<file path="src/lgs_pkg.sv">
// Shared types and constants for the Life generation step block.
// No dependencies; every other file of the block imports this package.
package lgs_pkg;

  // Width of the row ports; each row carries this many cells at most.
  localparam int CELLS_W = 64;
  // Width of the grid_width register.
  localparam int GRID_W_W = 7;
  // Width of the configuration data bus, padded to whole bytes.
  localparam int CFG_DATA_W = 8;
  // Largest row the core is built for, used as the default of MAX_WIDTH.
  localparam int MAX_WIDTH_DEF = 64;

  // Neighbor counts of rule B3/S23.
  localparam logic [3:0] BIRTH_COUNT   = 4'd3;
  localparam logic [3:0] SURVIVE_COUNT = 4'd2;

  // Flags carried with each result row.
  typedef struct packed {
    logic grid_done;
    logic run_end;
  } lgs_flags_t;

  // Results that one accepted row pushes into the output queue.
  typedef struct packed {
    logic       push_a;
    logic       push_b;
    lgs_flags_t flags_a;
  } lgs_push_t;

endpackage

</file>
<file path="src/lgs_lane.sv">
// One cell lane: counts the eight neighbors of a cell and applies B3/S23.
// Depends on lgs_pkg for the rule constants.
module lgs_lane (
  input  logic [2:0] above,
  input  logic [2:0] here,
  input  logic [2:0] below,
  output logic       alive_nxt
);
  import lgs_pkg::*;

  logic [3:0] count;

  always_comb begin
    count = 4'(above[0]) + 4'(above[1]) + 4'(above[2])
          + 4'(here[0]) + 4'(here[2])
          + 4'(below[0]) + 4'(below[1]) + 4'(below[2]);
    alive_nxt = (count == BIRTH_COUNT) || (here[1] && (count == SURVIVE_COUNT));
  end

endmodule

</file>
<file path="src/lgs_row.sv">
// A row of cell lanes plus the merge stage that gathers the lane outputs.
// Depends on lgs_pkg and lgs_lane.
module lgs_row #(
  parameter int MAX_WIDTH = lgs_pkg::MAX_WIDTH_DEF
) (
  input  logic [MAX_WIDTH-1:0] mask,
  input  logic [MAX_WIDTH-1:0] above,
  input  logic [MAX_WIDTH-1:0] here,
  input  logic [MAX_WIDTH-1:0] below,
  output logic [MAX_WIDTH-1:0] next_row
);
  import lgs_pkg::*;

  // Dead cells pad both edges so that every lane sees three columns.
  logic [MAX_WIDTH+1:0] above_pad;
  logic [MAX_WIDTH+1:0] here_pad;
  logic [MAX_WIDTH+1:0] below_pad;
  logic [MAX_WIDTH-1:0] lane_out;

  assign above_pad = {1'b0, above & mask, 1'b0};
  assign here_pad  = {1'b0, here & mask, 1'b0};
  assign below_pad = {1'b0, below & mask, 1'b0};

  for (genvar k = 0; k < MAX_WIDTH; k++) begin : g_lane
    lgs_lane u_lane (
      .above     (above_pad[k+2:k]),
      .here      (here_pad[k+2:k]),
      .below     (below_pad[k+2:k]),
      .alive_nxt (lane_out[k])
    );
  end

  // Merge: cells outside the configured width always read as dead.
  assign next_row = lane_out & mask;

endmodule

</file>
<file path="src/lgs_outq.sv">
// Three-entry result queue between the row lanes and the output channel.
// Depends on lgs_pkg for the flag and push types.
module lgs_outq #(
  parameter int MAX_WIDTH = lgs_pkg::MAX_WIDTH_DEF
) (
  input  logic                   clk,
  input  logic                   rst_n,
  input  lgs_pkg::lgs_push_t     push,
  input  logic [MAX_WIDTH-1:0]   row_a,
  input  logic [MAX_WIDTH-1:0]   row_b,
  output logic                   room,
  output logic                   head_valid,
  input  logic                   head_ready,
  output logic [MAX_WIDTH-1:0]   head_row,
  output lgs_pkg::lgs_flags_t    head_flags
);
  import lgs_pkg::*;

  localparam int DEPTH = 3;

  logic [MAX_WIDTH-1:0] cells_r   [DEPTH];
  logic [MAX_WIDTH-1:0] cells_nxt [DEPTH];
  lgs_flags_t           flags_r   [DEPTH];
  lgs_flags_t           flags_nxt [DEPTH];
  logic [1:0]           count_r;
  logic [1:0]           count_nxt;
  logic [1:0]           base;
  logic [1:0]           base_b;
  logic                 pop;
  lgs_flags_t           flags_b;

  assign pop        = (count_r != 2'd0) && head_ready;
  assign base       = count_r - 2'(pop);
  assign base_b     = base + 2'd1;
  assign flags_b    = '{grid_done: 1'b1, run_end: 1'b1};
  assign room       = !count_r[1];
  assign head_valid = (count_r != 2'd0);
  assign head_row   = cells_r[0];
  assign head_flags = flags_r[0];

  always_comb begin
    for (int i = 0; i < DEPTH; i++) begin
      if (pop && (i < DEPTH - 1)) begin
        cells_nxt[i] = cells_r[(i + 1) % DEPTH];
        flags_nxt[i] = flags_r[(i + 1) % DEPTH];
      end else begin
        cells_nxt[i] = cells_r[i];
        flags_nxt[i] = flags_r[i];
      end
      if (push.push_a && (base == 2'(i))) begin
        cells_nxt[i] = row_a;
        flags_nxt[i] = push.flags_a;
      end
      if (push.push_b && (base_b == 2'(i))) begin
        cells_nxt[i] = row_b;
        flags_nxt[i] = flags_b;
      end
    end
    count_nxt = base + 2'(push.push_a) + 2'(push.push_b);
  end

  always_ff @(posedge clk) begin
    if (!rst_n) begin
      count_r <= 2'd0;
    end else begin
      count_r <= count_nxt;
    end
  end

  always_ff @(posedge clk) begin
    for (int i = 0; i < DEPTH; i++) begin
      cells_r[i] <= cells_nxt[i];
      flags_r[i] <= flags_nxt[i];
    end
  end

endmodule

</file>
<file path="src/life_generation_step.sv">
// Top level of the Life generation step block: row window, lanes, result queue.
// Depends on lgs_pkg, lgs_row (with lgs_lane) and lgs_outq.
//
// This block computes one generation of Conway's Life (birth on three live
// neighbors, survival on two or three) over a grid streamed in one row per
// transfer, with in_tlast marking the bottom row. Cells beyond the grid edges
// count as dead. The block holds the two most recent rows, and each row
// transfer releases the next generation of the row before it, so results lag
// the input by one row. The first row of a grid releases nothing; the bottom
// row releases two results, the row above it and then itself, the second
// flagged with out_tlast. A grid of a single row gives one result. out_tuser
// is high on the last result that an input transfer causes. grid_width,
// written on the cfg channel while the block is idle, sets how many cells are
// in use; values above MAX_WIDTH saturate, and cells at or above the width
// read as dead and come out as zero. All cells of
// the row are evaluated by parallel lanes in the accepting cycle, and the
// results land in a three-entry output queue, so a row can be taken every
// cycle while the output keeps up. The bottom row puts two results in the
// queue, and the input stalls whenever two results wait.
module life_generation_step #(
  parameter int MAX_WIDTH = lgs_pkg::MAX_WIDTH_DEF
) (
  input  logic                          clk,
  input  logic                          rst_n,
  // Configuration channel.
  input  logic                          cfg_tvalid,
  output logic                          cfg_tready,
  input  logic [lgs_pkg::CFG_DATA_W-1:0] cfg_tdata,  // [6:0] grid_width, [7] zero
  // Input rows.
  input  logic                          in_tvalid,
  output logic                          in_tready,
  input  logic [lgs_pkg::CELLS_W-1:0]   in_tdata,   // [63:0] row_cells
  input  logic                          in_tlast,   // final_row
  // Result rows.
  output logic                          out_tvalid,
  input  logic                          out_tready,
  output logic [lgs_pkg::CELLS_W-1:0]   out_tdata,  // [63:0] next_cells
  output logic                          out_tlast,  // grid_done
  output logic                          out_tuser   // run_end
);
  import lgs_pkg::*;

  logic                 in_xfer;
  logic                 cfg_xfer;
  logic [MAX_WIDTH-1:0] mask_r;
  logic [MAX_WIDTH-1:0] mask_nxt;
  logic [MAX_WIDTH-1:0] upper_r;
  logic [MAX_WIDTH-1:0] upper_nxt;
  logic [MAX_WIDTH-1:0] middle_r;
  logic [MAX_WIDTH-1:0] middle_nxt;
  logic                 middle_valid_r;
  logic                 middle_valid_nxt;
  logic [MAX_WIDTH-1:0] row_in;
  logic [MAX_WIDTH-1:0] a_above;
  logic [MAX_WIDTH-1:0] a_here;
  logic [MAX_WIDTH-1:0] a_below;
  logic [MAX_WIDTH-1:0] row_a;
  logic [MAX_WIDTH-1:0] row_b;
  logic [MAX_WIDTH-1:0] head_row;
  lgs_flags_t           head_flags;
  lgs_push_t            push;
  logic                 room;

  // The configuration register is always ready.
  assign cfg_tready = 1'b1;
  assign cfg_xfer   = cfg_tvalid && cfg_tready;
  assign in_xfer    = in_tvalid && in_tready;
  assign in_tready  = room;

  // The width is kept as a cell mask. A width at or above MAX_WIDTH sets
  // every bit, which gives the saturation for free.
  for (genvar k = 0; k < MAX_WIDTH; k++) begin : g_mask
    assign mask_nxt[k] = (cfg_tdata[GRID_W_W-1:0] > GRID_W_W'(k));
  end

  assign row_in = in_tdata[MAX_WIDTH-1:0] & mask_r;

  // Result A is the row before the incoming one, or the incoming row alone
  // when it is a one-row grid. Result B is the bottom row itself.
  always_comb begin
    if (middle_valid_r) begin
      a_above = upper_r;
      a_here  = middle_r;
      a_below = row_in;
    end else begin
      a_above = '0;
      a_here  = row_in;
      a_below = '0;
    end
  end

  lgs_row #(.MAX_WIDTH(MAX_WIDTH)) u_row_a (
    .mask     (mask_r),
    .above    (a_above),
    .here     (a_here),
    .below    (a_below),
    .next_row (row_a)
  );

  lgs_row #(.MAX_WIDTH(MAX_WIDTH)) u_row_b (
    .mask     (mask_r),
    .above    (middle_r),
    .here     (row_in),
    .below    ('0),
    .next_row (row_b)
  );

  // Row window update and the results each transfer pushes.
  always_comb begin
    upper_nxt         = upper_r;
    middle_nxt        = middle_r;
    middle_valid_nxt  = middle_valid_r;
    push.push_a       = 1'b0;
    push.push_b       = 1'b0;
    push.flags_a      = '{grid_done: !middle_valid_r,
                          run_end: !(middle_valid_r && in_tlast)};
    if (in_xfer) begin
      push.push_a = middle_valid_r || in_tlast;
      push.push_b = middle_valid_r && in_tlast;
      if (in_tlast) begin
        upper_nxt        = '0;
        middle_nxt       = '0;
        middle_valid_nxt = 1'b0;
      end else begin
        upper_nxt        = middle_valid_r ? middle_r : '0;
        middle_nxt       = row_in;
        middle_valid_nxt = 1'b1;
      end
    end
  end

  always_ff @(posedge clk) begin
    if (!rst_n) begin
      mask_r         <= '1;
      middle_valid_r <= 1'b0;
    end else begin
      if (cfg_xfer) begin
        mask_r <= mask_nxt;
      end
      middle_valid_r <= middle_valid_nxt;
    end
  end

  always_ff @(posedge clk) begin
    upper_r  <= upper_nxt;
    middle_r <= middle_nxt;
  end

  lgs_outq #(.MAX_WIDTH(MAX_WIDTH)) u_outq (
    .clk        (clk),
    .rst_n      (rst_n),
    .push       (push),
    .row_a      (row_a),
    .row_b      (row_b),
    .room       (room),
    .head_valid (out_tvalid),
    .head_ready (out_tready),
    .head_row   (head_row),
    .head_flags (head_flags)
  );

  assign out_tdata = CELLS_W'(head_row);
  assign out_tlast = head_flags.grid_done;
  assign out_tuser = head_flags.run_end;

`ifndef SYNTHESIS
  // A bottom row always closes the grid, so the next row starts a new one.
  a_grid_closes: assert property (@(posedge clk) disable iff (!rst_n)
    (in_xfer && in_tlast) |=> !middle_valid_r)
    else $error("row window still open after the bottom row");

  // The bottom row of a grid is always the last result of its transfer.
  a_done_ends_run: assert property (@(posedge clk) disable iff (!rst_n)
    (out_tvalid && out_tlast) |-> out_tuser)
    else $error("grid_done result without run_end");

  // Cells outside the configured width never come out alive.
  a_masked_out: assert property (@(posedge clk) disable iff (!rst_n)
    out_tvalid |-> ((head_row & ~mask_r) == '0))
    else $error("live cell beyond grid_width");

  // A transfer that opens a grid pushes nothing into the queue.
  a_first_row_silent: assert property (@(posedge clk) disable iff (!rst_n)
    (in_xfer && !in_tlast && !middle_valid_r) |-> (!push.push_a && !push.push_b))
    else $error("result pushed for the first row of a grid");
`endif

endmodule

</file>
<file path="config.mk">
export PLATFORM = sky130hd
export DESIGN_NAME = life_generation_step
export DESIGN_NICKNAME = d
export VERILOG_FILES = /design/src/lgs_pkg.sv /design/src/lgs_lane.sv /design/src/lgs_row.sv /design/src/lgs_outq.sv /design/src/life_generation_step.sv
export SDC_FILE = /design/constraint.sdc
export NUM_CORES = 2
export LEC_CHECK = 0
export ABC_AREA = 1
export BUFFER_PORTS_ARGS = -buffer_cell sky130_fd_sc_hd__buf_4
export CAP_MARGIN = 10
export CORE_ASPECT_RATIO = 1.5
export CORE_MARGIN = 8
export CORE_UTILIZATION = 60
export CTS_CLUSTER_DIAMETER = 80
export DETAILED_ROUTE_END_ITERATION = 10
export PLACE_DENSITY = 0.81
export REMOVE_ABC_BUFFERS = 1
export SYNTH_ARGS = -nofsm -noshare
export SYNTH_HDL_FRONTEND = slang
export SYNTH_SLANG_ARGS = --single-unit
</file>
<file path="constraint.sdc">
create_clock -name clk -period 6.23 [get_ports clk]
set_input_delay 0.9345 -clock clk [delete_from_list [all_inputs] [get_ports clk]]
set_output_delay 0.9345 -clock clk [all_outputs]
set_load 0.03 [all_outputs]
</file>
==> reports/metrics.cfg <==
[status]
status = complete, no violations

[global_routing]
grt_max_degree = 90
grt_usage = 0.276
grt_pass1_wl_microns = 162000
grt_pass1_vias = 32300
antenna_found_initial = 3
grt_overflow = 0

[power_and_ir_drop]
p_comb_frac = 0.543
p_seq_frac = 0.282
netSwitchingPower_mw = 6.70
leakage_nw = 21.5
p_int_mw = 8.25
vdd.ir_drop.worst_mv = 0.296
power_density_mw_per_mm2 = 365
switching_share = 0.448
clockPowerShare = 0.175

[setup_path]
cp.arrival_ns = 5.15
cp-startpoint = middle_valid_r
crit_fanout = 88
start_kind = register
critPathKind = reg2reg
r2r-start = middle_valid_r
end_kind = register
required_ns = 6.55

[floorplan]
die_x_microns = 223
row_count = 113
fp.dieH_microns = 326
die_area_sq_mm = 0.0726
core_sq_mm = 0.0633
start_util = 0.607
ios = 147

[routing]
wl_met2_microns = 51200
avgRoutedWirePerCell_microns = 17.5
drc = 0
ant_nets = 0
met1_length_microns = 36300
drt_iter0_drc = 2473
routed_wl_microns = 100000
firstDrtPassIters = 6
top_layer_used = met5
vias = 31600
vias_per_cell = 5.49
route.met3.wl_microns = 6890

[placed_design]
pre_cts_slack_ns = 1.47
finalWeightedCongestion = 0.935
place_area_sq_mm = 0.0396
dp_hpwl_microns = 72800
portBuffers = 144

[synthesis]
synth_cell_type_count = 38
syn_inst = 4917
synth_simple_gate_area_share = 0.208
synth_fa_ha_area_frac = 0.271
synthMuxAreaShare = 0
yosysTopAreaCellShare = 0.250
synth-compound-area-share = 0.0631
ys_seq_elements = 393
synth_top_family_by_area = adder cells
yosysSeqAreaShare = 0.288
yosysTopAreaCell = edfxtp_1
synthTopCellsByArea = edfxtp_1 (25%), fa_1 (17%), inv_1 (11%)
syn_area_sq_mm = 0.0384
synth_xor_area_frac = 0.0267
postSynthAreaPerCell_sq_um = 7.82
yosys_warnings = 0

[worst_hold_path]
hold_start = u_outq.flags_r[0][2]
min_path_type = reg2reg

[cts]
hold_buffers = 0
clockBufferDepth = 3
root_buffer = clkbuf_16
clk_pin_slew_worst_paths_ns = 0.06
cts_sinks = 393
clk_latency_ns = 0.60
htree_levels = 2
numCtsBuffers = 43
post_cts_resized = 0
postCtsSetupRepairBufs = 0
cts_tree = done

[cells_and_area]
drive_gt1_frac = 0.0521
syn_to_final_growth_pct = 6.57
antenna_cells = 0
nets = 5634
fin_area_sq_mm = 0.0410
n_fill_cell = 5320

[sta]
holdWs_ns = 0.464
report.final.slew_viol_count = 0
fin_skew_ns = 0.0243
period_minus_slack_ns = 4.83
setup_slack_ns = 1.40
relSlewSlack = 0.252
rsz0062_at_grt = false
min_period_over_period = 0.775
setup_viol = 0
report.final.hold_viol_count = 0
tightest_slew_ns = 1.12
fmax_mhz = 207

[flow_run]
drv_cap = 0

==> cells in the mapped netlist <==
cell type and count:
buf_4 89, inv_2 7, nor3_1 46, o21bai_1 25, buf_6 1, and2_1 3
buf_1 14, o21a_1 1, o211a_1 36, clkbuf_2 1, nor2_4 2, a31oi_1 9
fa_1 320, nor3_4 1, nand3_1 238, edfxtp_1 320, ha_1 320, o221ai_1 1
nor2_1 564, nand3b_1 8, nand2_4 2, conb_1 1, dfxtp_1 73, nand3_2 2
xor2_1 114, buf_2 57, nand2_2 1, inv_1 1136, o211ai_1 19, o21ai_1 3
nor3b_1 21, nand2_1 1098, xnor2_1 3, clkbuf_1 50, a21oi_1 178, nor2_2 1
o21ai_0 151, nor4_1 1
==> final timing paths <==
path / endpoint / slack, ns / depth (start not counted)
worst max-delay path: u_outq.cells_r[0][19] / 1.40 / 15
worst min-delay path: u_outq.flags_r[0][2] / 0.46 / 2
worst max register to register: u_outq.cells_r[0][19] / 1.40 / 15
worst min register to register: u_outq.flags_r[0][2] / 0.46 / 2
==> cells by family after synthesis <==
logic type	after synthesis
simple gates	1988
buf+inv	1355
fa+ha+maj	640
compound gates	423
flops	393
xor+xnor	117
other cells	1
==> area by class of cell <==
type	count	area, sq um	share of cell area
Inverter	1143	4300	0.105
Multi-Input combinational cell	3169	21900	0.535
Timing Repair Buffer	166	1270	0.0310
Clock inverter	25	156	0.00382
Clock buffer	54	1240	0.0303
Sequential cell	393	11100	0.270
Tap cell	805	1010	0.0246
==> critical path, cell delays in order (launching register included) <==
cell	delay, ns
dfxtp_4	0.80
buf_12	0.50
nand3_1	0.42
xor2_1	0.27
fa_1	0.59
xor2_1	0.15
inv_1	0.06
ha_1	0.27
inv_1	0.05
fa_1	0.43
fa_1	0.40
o21bai_1	0.17
nand3_1	0.15
nand2_1	0.08
nand2_1	0.10
nand2_1	0.09
==> flip-flops by register name (all words and copies together), names as in the netlist <==
register        count
middle_valid_r      1
u_outq.cells_r    192
mask_r             64
middle_r           64
u_outq.count_r      2
upper_r            64
u_outq.flags_r      6
==> power by group through the flow <==
stage | Combinational (mW) | Sequential (mW) | Clock, mW
final | 8.11 | 4.21 | 2.62
after global routing | 9.24 | 4.28 | 2.73
after CTS | 8.12 | 4.21 | 2.65
after detailed placement | 8.04 | 4.26 | 0
after global placement | 7.70 | 4.24 | 0
after floorplan | 5.31 | 4.68 | 0
==> routing by layer <==
layer	global-route usage	vias up
li1	-	15000
met1	0.303	15000
met2	0.504	1241
met3	0.0377	374
met4	0.159	4
met5	0	-
==> per-stage QoR <==
| step | cells | setup TNS, ns | util | total power [mW] |
|---|---|---|---|---|
| floorplan | 4705 | -430.04 | - | 9.99 |
| global placement | 5676 | 0 | 0.624 | 11.9 |
| detailed placement | 5676 | 0 | 0.624 | 12.3 |
| CTS | 5755 | 0 | 0.647 | 15.0 |
| global route | 5755 | 0 | 0.647 | 16.3 |
| finish | 5755 | 0 | 0.647 | 14.9 |
==> cell usage in the layout (no fill, tap or decap), types with 151 or more instances in the layout <==
cell type     n
fa_1        320
nor2_1      564
a21oi_1     178
edfxtp_1    320
inv_1      1134
nand2_1    1094
o21ai_0     151
ha_1        320
buf_4       164
nand3_1     238
(Power assumes the default switching activity.)
